## src/ocms_pkg.sv

```systemverilog
// shared types, register indexes and constants for the obstacle check mode sequencer
package ocms_pkg;

    localparam int unsigned TIME_W     = 32;
    localparam int unsigned LIM_W      = 16;
    localparam int unsigned ANGLE_W    = 16;
    localparam int unsigned ALIM_W     = 15;
    localparam int unsigned CFG_IDX_W  = 4;
    localparam int unsigned CFG_DATA_W = 16;

    // register indexes on the configuration port
    localparam logic [CFG_IDX_W-1:0] CFG_SUPPRESS   = 4'd0;
    localparam logic [CFG_IDX_W-1:0] CFG_WAIT_TMO   = 4'd1;
    localparam logic [CFG_IDX_W-1:0] CFG_STOP_DUR   = 4'd2;
    localparam logic [CFG_IDX_W-1:0] CFG_STARTUP    = 4'd3;
    localparam logic [CFG_IDX_W-1:0] CFG_LED_BLINK  = 4'd4;
    localparam logic [CFG_IDX_W-1:0] CFG_AVOID_TMO  = 4'd5;
    localparam logic [CFG_IDX_W-1:0] CFG_RANGE_LIM  = 4'd6;
    localparam logic [CFG_IDX_W-1:0] CFG_ANGLE_LIM  = 4'd7;

    // reset values of the configuration registers
    localparam logic [LIM_W-1:0]  RST_SUPPRESS  = 16'd1500;
    localparam logic [LIM_W-1:0]  RST_WAIT_TMO  = 16'd5000;
    localparam logic [LIM_W-1:0]  RST_STOP_DUR  = 16'd3000;
    localparam logic [LIM_W-1:0]  RST_STARTUP   = 16'd2000;
    localparam logic [LIM_W-1:0]  RST_LED_BLINK = 16'd3000;
    localparam logic [LIM_W-1:0]  RST_AVOID_TMO = 16'd15000;
    localparam logic [LIM_W-1:0]  RST_RANGE_LIM = 16'd60;
    localparam logic [ALIM_W-1:0] RST_ANGLE_LIM = 15'd6000;

    // e / 200 for e < 2^16 as ((e >> 3) * 5243) >> 17, exact over that range
    localparam logic [12:0] BLINK_RECIP = 13'd5243;
    localparam int unsigned BLINK_SHIFT = 17;

    // encoded mode on the result
    localparam logic [1:0] MODE_FOLLOW = 2'd0;
    localparam logic [1:0] MODE_WAIT   = 2'd1;
    localparam logic [1:0] MODE_STOP   = 2'd2;
    localparam logic [1:0] MODE_AVOID  = 2'd3;

    typedef enum logic [3:0] {
        ST_FOLLOW = 4'b0001,
        ST_WAIT   = 4'b0010,
        ST_STOP   = 4'b0100,
        ST_AVOID  = 4'b1000
    } t_mode;

    typedef struct packed {
        logic [TIME_W-1:0]         now_ms;
        logic [7:0]                line_sensors;
        logic                      junction_pin;
        logic [TIME_W-1:0]         last_turn_ms;
        logic                      steer_side;
        logic                      target_seen;
        logic [15:0]               target_range;
        logic signed [ANGLE_W-1:0] target_angle;
    } t_in;

    typedef struct packed {
        logic [1:0] mode_state;
        logic       walk_enable;
        logic       halt_motors;
        logic       side_write;
        logic       side_value;
        logic       led_on;
        logic       radar_view;
    } t_out;

    typedef struct packed {
        logic [LIM_W-1:0]  suppress_window_ms;
        logic [LIM_W-1:0]  radar_wait_timeout_ms;
        logic [LIM_W-1:0]  stop_hold_ms;
        logic [LIM_W-1:0]  boot_hold_ms;
        logic [LIM_W-1:0]  blink_span_ms;
        logic [LIM_W-1:0]  avoid_span_ms;
        logic [LIM_W-1:0]  range_limit;
        logic [ALIM_W-1:0] angle_limit;
    } t_cfg;

    function automatic logic [1:0] mode_code(input t_mode m);
        logic [1:0] c;
        case (m)
            ST_FOLLOW: c = MODE_FOLLOW;
            ST_WAIT:   c = MODE_WAIT;
            ST_STOP:   c = MODE_STOP;
            ST_AVOID:  c = MODE_AVOID;
            default:   c = MODE_FOLLOW;
        endcase
        return c;
    endfunction

endpackage

```

## src/ocms_cfg.sv

```systemverilog
// configuration register file of the mode sequencer
module ocms_cfg (
    input  logic                             i_clk,
    input  logic                             i_rst_n,
    input  logic                             i_we,
    input  logic [ocms_pkg::CFG_IDX_W-1:0]   i_idx,
    input  logic [ocms_pkg::CFG_DATA_W-1:0]  i_data,
    output ocms_pkg::t_cfg                   o_cfg
);

    ocms_pkg::t_cfg r_cfg;
    ocms_pkg::t_cfg n_cfg;

    always_comb begin
        n_cfg = r_cfg;
        if (i_we) begin
            case (i_idx)
                ocms_pkg::CFG_SUPPRESS:  n_cfg.suppress_window_ms    = i_data;
                ocms_pkg::CFG_WAIT_TMO:  n_cfg.radar_wait_timeout_ms = i_data;
                ocms_pkg::CFG_STOP_DUR:  n_cfg.stop_hold_ms          = i_data;
                ocms_pkg::CFG_STARTUP:   n_cfg.boot_hold_ms          = i_data;
                ocms_pkg::CFG_LED_BLINK: n_cfg.blink_span_ms         = i_data;
                ocms_pkg::CFG_AVOID_TMO: n_cfg.avoid_span_ms         = i_data;
                ocms_pkg::CFG_RANGE_LIM: n_cfg.range_limit           = i_data;
                ocms_pkg::CFG_ANGLE_LIM:
                    n_cfg.angle_limit = i_data[ocms_pkg::ALIM_W-1:0];
                default: ;
            endcase
        end
    end

    always_ff @(posedge i_clk) begin
        if (!i_rst_n) begin
            r_cfg.suppress_window_ms    <= ocms_pkg::RST_SUPPRESS;
            r_cfg.radar_wait_timeout_ms <= ocms_pkg::RST_WAIT_TMO;
            r_cfg.stop_hold_ms          <= ocms_pkg::RST_STOP_DUR;
            r_cfg.boot_hold_ms          <= ocms_pkg::RST_STARTUP;
            r_cfg.blink_span_ms         <= ocms_pkg::RST_LED_BLINK;
            r_cfg.avoid_span_ms         <= ocms_pkg::RST_AVOID_TMO;
            r_cfg.range_limit           <= ocms_pkg::RST_RANGE_LIM;
            r_cfg.angle_limit           <= ocms_pkg::RST_ANGLE_LIM;
        end else begin
            r_cfg <= n_cfg;
        end
    end

    assign o_cfg = r_cfg;

endmodule

```

## src/ocms_ctrl.sv

```systemverilog
// mode state machine: state registers and the per-pass next state and result logic
module ocms_ctrl (
    input  logic            i_clk,
    input  logic            i_rst_n,
    input  logic            i_fire,
    input  ocms_pkg::t_in   i_item,
    input  ocms_pkg::t_cfg  i_cfg,
    output ocms_pkg::t_out  o_res
);

    ocms_pkg::t_mode                  r_mode, n_mode;
    logic                             r_pin_prev, n_pin_prev;
    logic [ocms_pkg::TIME_W-1:0]      r_wait_entry, n_wait_entry;
    logic [ocms_pkg::TIME_W-1:0]      r_stop_entry, n_stop_entry;
    logic [ocms_pkg::TIME_W-1:0]      r_avoid_entry, n_avoid_entry;
    logic                             r_tgt_latched, n_tgt_latched;
    logic [ocms_pkg::ANGLE_W-1:0]     r_lat_angle, n_lat_angle;
    logic                             r_saved_side, n_saved_side;

    logic [ocms_pkg::TIME_W-1:0]      wait_el, stop_el, avoid_el, turn_el;
    logic [25:0]                      blink_prod;
    logic                             sensors_dark, rise, suppressed, startup_ok;
    logic                             tgt_hit, tgt_now;
    logic [ocms_pkg::ANGLE_W-1:0]     angle_now;
    logic signed [ocms_pkg::ANGLE_W:0] ang_x, lim_x;
    logic                             led;
    logic                             halt, swrite, svalue;

    always_comb begin
        wait_el  = i_item.now_ms - r_wait_entry;
        stop_el  = i_item.now_ms - r_stop_entry;
        avoid_el = i_item.now_ms - r_avoid_entry;
        turn_el  = i_item.now_ms - i_item.last_turn_ms;

        sensors_dark = (i_item.line_sensors == 8'd0);
        rise         = i_item.junction_pin && !r_pin_prev;
        suppressed   = (i_item.last_turn_ms != '0)
                       && (turn_el < {16'd0, i_cfg.suppress_window_ms});
        startup_ok   = i_item.now_ms >= {16'd0, i_cfg.boot_hold_ms};

        // blink phase: bit 0 of elapsed / 200, only used while elapsed < 2^16
        blink_prod = {13'd0, wait_el[15:3]} * {13'd0, ocms_pkg::BLINK_RECIP};
        led = (r_mode == ocms_pkg::ST_WAIT)
              && (wait_el < {16'd0, i_cfg.blink_span_ms})
              && !blink_prod[ocms_pkg::BLINK_SHIFT];

        ang_x   = {i_item.target_angle[ocms_pkg::ANGLE_W-1], i_item.target_angle};
        lim_x   = $signed({2'b00, i_cfg.angle_limit});
        tgt_hit = i_item.target_seen
                  && (i_item.target_range <= i_cfg.range_limit)
                  && (ang_x <= lim_x) && (ang_x >= -lim_x);
        tgt_now   = r_tgt_latched || tgt_hit;
        angle_now = tgt_hit ? i_item.target_angle : r_lat_angle;

        n_mode        = r_mode;
        n_pin_prev    = i_item.junction_pin;
        n_wait_entry  = r_wait_entry;
        n_stop_entry  = r_stop_entry;
        n_avoid_entry = r_avoid_entry;
        n_tgt_latched = r_tgt_latched;
        n_lat_angle   = r_lat_angle;
        n_saved_side  = r_saved_side;
        halt          = 1'b0;
        swrite        = 1'b0;
        svalue        = 1'b0;

        case (r_mode)
            ocms_pkg::ST_STOP: begin
                n_tgt_latched = tgt_now;
                n_lat_angle   = angle_now;
                if (stop_el >= {16'd0, i_cfg.stop_hold_ms}) begin
                    if (tgt_now) begin
                        // steer away from the side the target sits on
                        swrite        = 1'b1;
                        svalue        = angle_now[ocms_pkg::ANGLE_W-1];
                        n_avoid_entry = i_item.now_ms;
                        n_mode        = ocms_pkg::ST_AVOID;
                    end else begin
                        n_mode = ocms_pkg::ST_FOLLOW;
                    end
                end
            end
            ocms_pkg::ST_AVOID: begin
                if (avoid_el >= {16'd0, i_cfg.avoid_span_ms}) begin
                    swrite = 1'b1;
                    svalue = r_saved_side;
                    n_mode = ocms_pkg::ST_FOLLOW;
                end
            end
            ocms_pkg::ST_WAIT: begin
                if (!i_item.junction_pin) begin
                    n_mode = ocms_pkg::ST_FOLLOW;
                end else if (sensors_dark) begin
                    halt          = 1'b1;
                    n_stop_entry  = i_item.now_ms;
                    n_tgt_latched = 1'b0;
                    n_mode        = ocms_pkg::ST_STOP;
                end else if (wait_el >= {16'd0, i_cfg.radar_wait_timeout_ms}) begin
                    n_mode = ocms_pkg::ST_FOLLOW;
                end
            end
            default: begin
                if (rise && !suppressed && startup_ok) begin
                    n_wait_entry = i_item.now_ms;
                    n_saved_side = i_item.steer_side;
                    n_mode       = ocms_pkg::ST_WAIT;
                end
            end
        endcase

        o_res.mode_state  = ocms_pkg::mode_code(n_mode);
        o_res.walk_enable = (r_mode != ocms_pkg::ST_STOP);
        o_res.halt_motors = halt;
        o_res.side_write  = swrite;
        o_res.side_value  = svalue;
        o_res.led_on      = led;
        o_res.radar_view  = (n_mode == ocms_pkg::ST_STOP) || (n_mode == ocms_pkg::ST_AVOID);
    end

    always_ff @(posedge i_clk) begin
        if (!i_rst_n) begin
            r_mode        <= ocms_pkg::ST_FOLLOW;
            r_pin_prev    <= 1'b0;
            r_wait_entry  <= '0;
            r_stop_entry  <= '0;
            r_avoid_entry <= '0;
            r_tgt_latched <= 1'b0;
            r_lat_angle   <= '0;
            r_saved_side  <= 1'b0;
        end else if (i_fire) begin
            r_mode        <= n_mode;
            r_pin_prev    <= n_pin_prev;
            r_wait_entry  <= n_wait_entry;
            r_stop_entry  <= n_stop_entry;
            r_avoid_entry <= n_avoid_entry;
            r_tgt_latched <= n_tgt_latched;
            r_lat_angle   <= n_lat_angle;
            r_saved_side  <= n_saved_side;
        end
    end

endmodule

```

## src/obstacle_check_mode_sequencer.sv

```systemverilog
// obstacle check mode sequencer: top level with input and result registers
// data path: a transfer on the input reaches the result through the input register,
//   then the state update and result register
// throughput: one item per cycle while the result register is empty or being drained
// reset: synchronous active-low i_rst_n clears both pipeline valids, the mode state
//   (follow, all entry times and latches zero) and loads the register defaults
module obstacle_check_mode_sequencer (
    input  logic                             i_clk,
    input  logic                             i_rst_n,
    input  logic                             i_in_valid,
    output logic                             o_in_ready,
    input  ocms_pkg::t_in                    i_in_data,
    output logic                             o_out_valid,
    input  logic                             i_out_ready,
    output ocms_pkg::t_out                   o_out_data,
    input  logic                             i_cfg_valid,
    output logic                             o_cfg_ready,
    input  logic [ocms_pkg::CFG_IDX_W-1:0]   i_cfg_addr,
    input  logic [ocms_pkg::CFG_DATA_W-1:0]  i_cfg_data
);

    logic            r_in_valid;
    ocms_pkg::t_in   r_in_data;
    logic            r_out_valid;
    ocms_pkg::t_out  r_out_data;
    ocms_pkg::t_cfg  cfg;
    ocms_pkg::t_out  res;
    logic            fire;

    // the held item moves on when the result register is empty or being drained
    assign fire       = r_in_valid && (!r_out_valid || i_out_ready);
    assign o_in_ready = !r_in_valid || fire;
    assign o_cfg_ready = 1'b1;

    ocms_cfg u_cfg (
        .i_clk   (i_clk),
        .i_rst_n (i_rst_n),
        .i_we    (i_cfg_valid),
        .i_idx   (i_cfg_addr),
        .i_data  (i_cfg_data),
        .o_cfg   (cfg)
    );

    ocms_ctrl u_ctrl (
        .i_clk   (i_clk),
        .i_rst_n (i_rst_n),
        .i_fire  (fire),
        .i_item  (r_in_data),
        .i_cfg   (cfg),
        .o_res   (res)
    );

    always_ff @(posedge i_clk) begin
        if (!i_rst_n) begin
            r_in_valid  <= 1'b0;
            r_out_valid <= 1'b0;
        end else begin
            if (o_in_ready) begin
                r_in_valid <= i_in_valid;
            end
            if (fire) begin
                r_out_valid <= 1'b1;
            end else if (i_out_ready) begin
                r_out_valid <= 1'b0;
            end
        end
    end

    always_ff @(posedge i_clk) begin
        if (o_in_ready && i_in_valid) begin
            r_in_data <= i_in_data;
        end
        if (fire) begin
            r_out_data <= res;
        end
    end

    assign o_out_valid = r_out_valid;
    assign o_out_data  = r_out_data;

    a_halt_enters_stop: assert property (@(posedge i_clk) disable iff (!i_rst_n)
        o_out_valid && o_out_data.halt_motors |-> o_out_data.mode_state == ocms_pkg::MODE_STOP)
        else $error("halt pulse without stop mode");

    a_radar_view_mode: assert property (@(posedge i_clk) disable iff (!i_rst_n)
        o_out_valid |-> o_out_data.radar_view ==
            ((o_out_data.mode_state == ocms_pkg::MODE_STOP)
             || (o_out_data.mode_state == ocms_pkg::MODE_AVOID)))
        else $error("radar view does not match mode");

    a_side_value_idle: assert property (@(posedge i_clk) disable iff (!i_rst_n)
        o_out_valid && !o_out_data.side_write |-> !o_out_data.side_value)
        else $error("side value set without side write");

    a_stall_cause: assert property (@(posedge i_clk) disable iff (!i_rst_n)
        !o_in_ready |-> r_in_valid && r_out_valid && !i_out_ready)
        else $error("input stalled without a full pipeline");

endmodule

```

## config.mk

```make
export PLATFORM = sky130hd
export DESIGN_NAME = obstacle_check_mode_sequencer
export DESIGN_NICKNAME = d
export VERILOG_FILES = /design/src/ocms_pkg.sv /design/src/ocms_cfg.sv /design/src/ocms_ctrl.sv /design/src/obstacle_check_mode_sequencer.sv
export SDC_FILE = /design/constraint.sdc
export NUM_CORES = 1
export LEC_CHECK = 0
export BUFFER_PORTS_ARGS = -buffer_cell sky130_fd_sc_hd__buf_2
export CAP_MARGIN = 10
export CELL_PAD_IN_SITES_DETAIL_PLACEMENT = 0
export CELL_PAD_IN_SITES_GLOBAL_PLACEMENT = 1
export CORE_ASPECT_RATIO = 0.6
export CORE_MARGIN = 2
export CORE_UTILIZATION = 52
export CTS_CLUSTER_DIAMETER = 80
export DETAILED_ROUTE_END_ITERATION = 16
export PLACE_DENSITY_LB_ADDON = 0.1
export SYNTH_ARGS = -nofsm -noshare
export SYNTH_HDL_FRONTEND = slang
export SYNTH_SLANG_ARGS = --single-unit
```

## constraint.sdc

```tcl
create_clock -name i_clk -period 10.31 [get_ports i_clk]
set_clock_uncertainty 0.05 [all_clocks]
set_input_delay 2.062 -clock i_clk [delete_from_list [all_inputs] [get_ports i_clk]]
set_output_delay 2.062 -clock i_clk [all_outputs]
set_load 0.05 [all_outputs]
```

## Word level (Yosys, flattened, before mapping)

Cells that the tools add are included.

| word-level totals | value |
|---|---|
| flip-flop bits (word level) | 363 |
| output and inout port bits | 11 |
| input bits | 132 |

| operators by class | value |
|---|---|
| mux-type cells | 24 |
| magnitude comparators | 9 |
| bitwise logic cells | 1 |
| multiply operators | 1 |
| equal/unequal tests | 16 |
| add/sub/neg operators | 5 |
| reductions and logical operators | 41 |

Operators with widths:

| kind | number |
|---|---|
| $ge 32x16->1 | 4 |
| $sub 32x32->32 | 4 |
| $lt 32x16->1 | 2 |
| $le 16x16->1 | 2 |
| $reduce_bool 32->1 | 1 |
| $mux 4 | 7 |
| $eq 4x3->1 const B | 6 |
| $reduce_and 2->1 | 10 |
| $mul 13x13->18 const B | 1 |
| $ge 16x17->1 | 1 |
| $neg 15->17 | 1 |
| $eq 4x2->1 const B | 4 |
| $mux 16 | 1 |
| $pmux 4 s3 | 1 |
| $reduce_and 4->1 | 3 |
| $logic_and 1x1->1 | 11 |
| $mux 1 | 11 |
| $eq 4x4->1 const B | 2 |
| $logic_not 8->1 | 1 |
| $pmux 1 s2 | 3 |
| $pmux 2 s3 | 1 |
| $reduce_and 3->1 | 2 |
| $logic_not 1->1 | 5 |
| $eq 4x1->1 const B | 1 |
| other kinds (8) | 12 |

## Depth between registers and ports, before layout

Gate-level depths: netlist of run 1.

| logic depth | value |
|---|---|
| depth after elaboration | 10 |
| depth in mapped cells | 28 |
| depth with buffers taken out | 28 |

## Cells and area by module

A second synthesis of run 1 with hierarchy kept.

| unflattened totals | value |
|---|---|
| cell total of the unflattened synthesis | 3100 |
| area, all modules | 26769.4 um2 |

Modules (own cells, without submodules):

| module | cells each | sequential area each (um2) | area each (um2) | times used |
|---|---|---|---|---|
| ocms_ctrl | 2487 | 2082.0 | 18321.3 | 1 |
| ocms_cfg | 487 | 2542.4 | 4879.7 | 1 |
| obstacle_check_mode_sequencer | 126 | 3493.4 | 3568.4 | 1 |

## Worst setup path before layout of run 1

Ideal clock, no wire load.

| timing path | value |
|---|---|
| kind | reg2reg |
| from | register r_in_data[76] (netlist bit) |
| to | register r_out_data, in the netlist o_out_data[1], data pin |
| arrival time | 6.539 ns |
| setup time | 0.174 ns |
| stages on the path, launching flop included | 26 |
| path slack | 3.547 ns |
| cells stage by stage | edfxtp_1 inv_1 fa_1 nor2b_1 o2111ai_1 a21boi_0 nand2b_1 a21oi_1 o31a_1 xnor2_1 inv_1 fa_1 inv_1 fa_1 inv_1 fa_1 fa_1 inv_1 ha_1 a21o_1 a21oi_1 o21ai_0 a221oi_1 xnor2_1 nand4b_1 a311oi_1 |

RTL lines:

| item | RTL line | text |
|---|---|---|
| start: declaration | obstacle_check_mode_sequencer.sv:23 | `ocms_pkg::t_in r_in_data;` |
| start signal: assignment | obstacle_check_mode_sequencer.sv:71 | `r_in_data <= i_in_data;` |
| end signal: assignment | obstacle_check_mode_sequencer.sv:74 | `r_out_data <= res;` |
| end: declaration | obstacle_check_mode_sequencer.sv:25 | `ocms_pkg::t_out r_out_data;` |

==> flow_metrics.tcl, run 1 <==
set metrics [dict create \
    cts_resized 0 \
    insertion_delay_ps 560 \
    power_switching_w 0.001895 \
    vias 22390 \
    cap_violations 0 \
    synth_fp_nets 3574 \
    synth_area_um2 25960 \
    outcome "finished clean" \
    synth_seq_cells 347 \
    grt_pass1_vias 21450 \
    tightest_slew_ps 1139 \
    layout_common_cells "nand2_1 (427), inv_1 (371), ha_1 (327)" \
    cp-end-kind "register" \
    irDropWorstVdd_v 0.0002775 \
    grt_pass1_wl_mm 119.0 \
    power_frac_comb_pct 43.5 \
    cts_buffer_depth 3 \
    pwr-share-clk_pct 27.3 \
    pwr-share-seq_pct 29.2 \
    first_iter_violations 1890 \
    power.leakage_nw 11.93 \
    critical_path.max_fanout 11 \
    fin_nets 3662 \
    port_buffers 141 \
    cts_htree_levels 2 \
    mostFrequentLayoutCell "nand2_1" \
    startpoint "r_in_data[76]$_DFFE_PP_" \
    p_per_area_nw_per_um2 180.4 \
    yosys_most_used_dff "dfxtp_1" \
    dieArea_um2 51780 \
    finalMaxSlewViolations 0 \
    die_w_um 292.4 \
    netSwitchingFraction_pct 36.96 \
    antenna_left 0 \
    hold_viol 0 \
    power_w 0.005127 \
    die_h_um 177.1 \
    period_share_pct 78.08 \
    arrival_ps 8340 \
    multiInputGateArea_um2 15930 \
    antenna_found_initial 2 \
    clockRootBuffer "clkbuf_16" \
    rows 63 \
    finalSetupViolations 0 \
    ys_seq_area_share_pct 31.16 \
    viasPerCell 5.844 \
    pin_count 143 \
    synth_cell_types 88 \
    synth_cells 3064 \
    min_period_ps 8050 \
    cts_sinks 347 \
    ctsHoldBuffers 0 \
    setup_tns_ps 0 \
    crit_type "reg -> reg" \
    grt_max_degree 77 \
    seqCellArea_um2 8088 \
    routabilityCongestion 0.9278 \
    cts_tree "built" \
    max_clock_freq_mhz 124.2 \
    dp_hpwl_mm 57.82 \
    drt-pass1-iter-count 6 \
    hp-start "u_ctrl.r_stop_entry[28]$_SDFFE_PN0P_" \
    gr-total-overflow 0 \
    wl_per_cell_um 19.69 \
    critPathLaunchType "register" \
    async_flop_share_pct 0 \
    start_util_pct 52.61 \
    rsz0062_at_grt "false" \
    yosysWarningCount 0 \
    grt_usage_pct 28.90 \
    critPathRequiredTime_ps 10600 \
    areaGrowthSynthToFinish_pct 9.481 \
    max_slew_margin_pct 23.36 \
    drive_above_1_share_pct 8.174 \
    drc_errors 0 \
    r2r_start "r_in_data[76]$_DFFE_PP_" \
    cts_inserted_buffers 37 \
    drt-total-wl_mm 75.42 \
    synth_edf_count 114 \
    antenna_cells 0 \
    clk_pin_slew_ps 60 \
    cts_setup_buffers 0 \
    fillerInstances 4481 \
    syn_avg_cell_area_um2 8.472 \
    core_region_area_um2 49340 \
    hp-class "reg -> reg" \
    p_int_w 0.003232 \
]
==> worst max-delay path, cell delays in order (launching register included) <==
cell and delay (ps):
edfxtp_1 780, inv_1 180, fa_1 500, nor2b_1 160
o2111ai_1 180, a21boi_0 510, nand2b_1 220, a21oi_1 80
o31a_1 310, xnor2_1 680, inv_1 230, fa_1 570
inv_1 50, fa_1 490, inv_1 50, fa_1 460
fa_1 540, inv_1 40, ha_1 300, a21o_1 160
a21oi_1 140, o21ai_0 130, a221oi_1 380, xnor2_1 160
nand4b_1 110, a311oi_1 330
==> cell usage after synthesis, types with 47 or more instances <==
cell type	instances	share of area [%]
mux2i_1	79	3.0
edfxtp_1	114	13
nor2_1	162	2.3
nand2_1	427	6.2
xnor2_1	61	2.1
dfxtp_1	233	18
nand3_1	47	0.91
inv_1	371	5.4
a21o_1	72	2.1
a21oi_1	282	5.4
clkbuf_1	90	1.3
fa_1	51	3.9
o21ai_0	102	2.0
ha_1	327	16
o211ai_1	72	2.1
==> layer usage <==
layer | wire length [um] | global-route usage, % | part of all wire [%] | up-vias
met5 | 0 | 0 | 0 | -
met4 | 1327 | 5.726 | 1.8 | 0
met3 | 5720 | 4.596 | 7.6 | 103
met2 | 31200 | 43.55 | 41 | 751
met1 | 37180 | 43.51 | 49 | 10610
li1 | - | - | - | 10920
==> cell type report <==
type                            instances  area share (%)
Timing Repair Buffer                  171           3.289
Tap cell                              650           2.862
Clock buffer                           47           3.460
Clock inverter                         21          0.9333
Multi-Input combinational cell       2222           56.06
Inverter                              373           4.935
Sequential cell                       347           28.46
==> final timing paths <==
path                                                              to  depth (start not counted)  slack, ps
worst min-delay path            u_ctrl.r_stop_entry[28]$_SDFFE_PN0P_                          2        400
worst min register to register  u_ctrl.r_stop_entry[28]$_SDFFE_PN0P_                          2        400
worst max-delay path                         o_out_data[1]$_DFFE_PP_                         25       2260
worst max register to register               o_out_data[1]$_DFFE_PP_                         25       2260
==> kinds of logic (layout without fill, tap and decap cells) <==
kind of cell               count (synthesis)  in the layout  synth area share (%)
adders and majority gates                380            380                 19.77
muxes                                     83             83                 3.220
buffers and inverters                    495            612                 7.558
and+or+nand+nor                          899            899                 16.05
xor gates and xnor gates                  97             97                 3.273
other                                      1              1               0.01445
DFF                                      347            347                 31.16
AOI/OAI and AO/OA                        762            762                 18.96
==> metrics by stage <==
stage / area (um2) / util (%) / instances / hold slack (ps) / worst slack (ps)
floorplan: 25960 / - / 3064 / 386.3 / 3547
global placement: 27160 / 55.04 / 3762 / 392.2 / 2704
detailed placement: 27160 / 55.04 / 3762 / 396.5 / 2413
CTS: 28410 / 57.57 / 3830 / 405.4 / 2315
global route: 28420 / 57.59 / 3831 / 423.0 / 1825
finish: 28420 / 57.59 / 3831 / 404.0 / 2260
==> power groups by stage <==
| stage | logic, W | registers, W | clock network [W] |
|---|---|---|---|
| after floorplan | 0.00168 | 0.00151 | 0 |
| after global placement | 0.00213 | 0.00152 | 0 |
| after detailed placement | 0.00224 | 0.00152 | 0 |
| after CTS | 0.00226 | 0.00149 | 0.00143 |
| after global routing | 0.00261 | 0.00150 | 0.00148 |
| final | 0.00223 | 0.00150 | 0.00140 |
==> sequential cells by signal, indices dropped and copies added, names as in the netlist, 4 cells and up <==
| name | count |
|---|---|
| u_ctrl.r_stop_entry | 32 |
| u_ctrl.r_mode | 4 |
| u_cfg.o_cfg | 127 |
| o_out_data | 7 |
| u_ctrl.r_avoid_entry | 32 |
| r_in_data | 107 |
| u_ctrl.r_wait_entry | 32 |
Power figures use the tool's default switching activity.
==> run 2, diff against run 1 <==
--- a/config.mk
+++ b/config.mk
@@ -11,7 +11,7 @@
 export CELL_PAD_IN_SITES_GLOBAL_PLACEMENT = 1
 export CORE_ASPECT_RATIO = 0.6
 export CORE_MARGIN = 2
-export CORE_UTILIZATION = 52
+export CORE_UTILIZATION = 43
 export CTS_CLUSTER_DIAMETER = 80
 export DETAILED_ROUTE_END_ITERATION = 16
 export PLACE_DENSITY_LB_ADDON = 0.1
==> constraint.sdc (replaced) <==
create_clock -name i_clk -period 7 [get_ports i_clk]
set_clock_uncertainty 0.05 [all_clocks]
set_input_delay 1.4 -clock i_clk [delete_from_list [all_inputs] [get_ports i_clk]]
set_output_delay 1.4 -clock i_clk [all_outputs]
set_load 0.05 [all_outputs]
==> run 2 against run 1 <==
Clock power rose by 51%. Final cell count rose by 4.1%. Worst hold slack lost 1.5 ps. Global-route usage decreased by 3.5 points. Worst setup slack worse by 1900 ps. Critical path depth up 2. Sequential share of layout area shrank 0.43 points. Register-to-register slack worse by 1900 ps. Routed wire length grew 6.5%.
==> flow_metrics.tcl, run 2 (same netlist as run 1, synthesis figures left out) <==
set metrics [dict create \
    wl_per_cell_um 20.14 \
    rsz0062_at_grt "false" \
    outcome "finished clean" \
    cts_setup_buffers 0 \
    setup.worst_path.end "o_out_data[1]$_DFFE_PP_" \
    arrival_ps 6950 \
    largest_reg_flops 127 \
    holdWs_ps 402.5 \
    ctsHoldBuffers 0 \
    cts_htree_levels 2 \
    cts_sinks 347 \
    clk_pin_slew_ps 60 \
    drt-pass1-iter-count 5 \
    final_core_util_pct 48.58 \
    finalSetupViolations 0 \
    rows 69 \
    worst-path-stages 27 \
    antenna_found_initial 4 \
    die_w_um 321.2 \
    dpl_cell_area_um2 27510 \
    pin_count 143 \
    setup_tns_ps 0 \
    hold_viol 0 \
    worstReg2RegEnd "o_out_data[1]$_DFFE_PP_" \
    grt_max_degree 106 \
    fin_nets 3685 \
    cts_inserted_buffers 37 \
    crit_type "reg -> reg" \
    cts_buffer_depth 3 \
    critical-path-top-delay-family "adder cells" \
    fin_area_um2 28850 \
    min_period_ps 6607 \
    gr-total-overflow 0 \
    first_iter_violations 1710 \
    cap_violations 0 \
    drt-total-wl_mm 80.32 \
    final_cell_count_no_fill 3987 \
    clockRootBuffer "clkbuf_16" \
    placedCellCount 3916 \
    r2r_start "r_in_data[75]$_DFFE_PP_" \
    cp-end-kind "register" \
    layout_common_cells "nand2_1 (427), inv_1 (371), ha_1 (327)" \
    period_share_pct 94.39 \
    rrSetupSlack_ps 390 \
    irDropWorstVdd_v 0.0003809 \
    viasPerCell 5.651 \
    insertion_delay_ps 590 \
    port_buffers 141 \
    max_clock_freq_mhz 151.3 \
    areaGrowthSynthToFinish_pct 11.15 \
    cp_slowest_cell "fa_1" \
    crit_path_max_incr_delay_ps 520 \
    cts_tree "built" \
    p_per_area_nw_per_um2 267.1 \
    die_h_um 194.3 \
    start_util_pct 43.70 \
    critPathBufInv 6 \
    critPathLaunchType "register" \
    power.leakage_nw 12.07 \
    hp-class "reg -> reg" \
    tightest_slew_ps 1101 \
    critPathRequiredTime_ps 7340 \
    grt_usage_pct 25.39 \
    finalMaxSlewViolations 0 \
    max_slew_margin_pct 24.74 \
    critical_path.max_fanout 7 \
    drive_above_1_share_pct 9.145 \
    grt_pass1_vias 21020 \
    startpoint "r_in_data[75]$_DFFE_PP_" \
    vias 22530 \
    mostFrequentLayoutCell "nand2_1" \
    core_region_area_um2 59400 \
    reg2regPathDepth 27 \
    routabilityCongestion 0.9243 \
    grt_pass1_wl_mm 124.0 \
    drc_errors 0 \
    dieArea_um2 62420 \
    dp_hpwl_mm 62.33 \
    antenna_left 0 \
]
run 2: cell count changes in the layout (fill, tap and decap cells not counted), sizes merged:
cell and change:
buf +23, clkbuf +6, diode +2, clkinv -6
run 2: how the worst min path moves through the flow:
stage                     depth (start not counted)                                  from  slack, ps                                   end
final                                             2   u_ctrl.r_stop_entry[8]$_SDFFE_PN0P_        400   u_ctrl.r_stop_entry[8]$_SDFFE_PN0P_
after global routing                              2          u_cfg.o_cfg[74]$_SDFFE_PN0P_        420          u_cfg.o_cfg[74]$_SDFFE_PN0P_
after CTS                                         2  u_ctrl.r_stop_entry[15]$_SDFFE_PN0P_        410  u_ctrl.r_stop_entry[15]$_SDFFE_PN0P_
after detailed placement                          2          u_cfg.o_cfg[74]$_SDFFE_PN0P_        400          u_cfg.o_cfg[74]$_SDFFE_PN0P_
after global placement                            2         u_cfg.o_cfg[116]$_SDFFE_PN0P_        390         u_cfg.o_cfg[116]$_SDFFE_PN0P_
after floorplan                                   2         u_cfg.o_cfg[100]$_SDFFE_PN0P_        390         u_cfg.o_cfg[100]$_SDFFE_PN0P_
run 2: power by group:
part           total (W)  leakage (nW)  switching [W]  internal, W
clock network    0.00212         0.616       0.000892      0.00123
registers        0.00219          2.99      0.0000475      0.00214
logic            0.00340          8.46        0.00193      0.00147
total            0.00771          12.1        0.00287      0.00484
run 2: cell type report:
class	instances	area, um2
Fill cell	5740	30540
Timing Repair Buffer	194	1120
Clock inverter	15	227.7
Antenna cell	2	5.005
Tap cell	781	977.2
Clock buffer	53	1037
Multi-Input combinational cell	2222	15990
Inverter	373	1405
Sequential cell	347	8088
run 2: worst reg2reg max path, delay by kind of cell, from the launching register on:
family          cells  cell delay, ps
flops               1             350
xor+xnor            2             280
buf+inv             6             440
simple gates        3             470
compound gates      8            1590
fa+ha+maj           8            3250
run 2: timing repair:
action / in CTS / in global routing
resized for setup: 0 / 12
hold endpoints to repair: 0 / 0
setup endpoints to repair: 0 / 1
run 2: metrics by stage:
| step | power, W | worst slack, ps |
|---|---|---|
| after floorplan | 0.004707 | 236.8 |
| after global placement | 0.005496 | 251.1 |
| after detailed placement | 0.005608 | 92.77 |
| after CTS | 0.007747 | 74.91 |
| after global routing | 0.008402 | 18.75 |
| final | 0.007707 | 392.6 |
run 2: routing by layer:
layer	track usage, %	share of wire [%]
met1	40.94	52
met2	35.01	39
met3	4.168	7.3
met4	4.517	1.3
met5	0	0
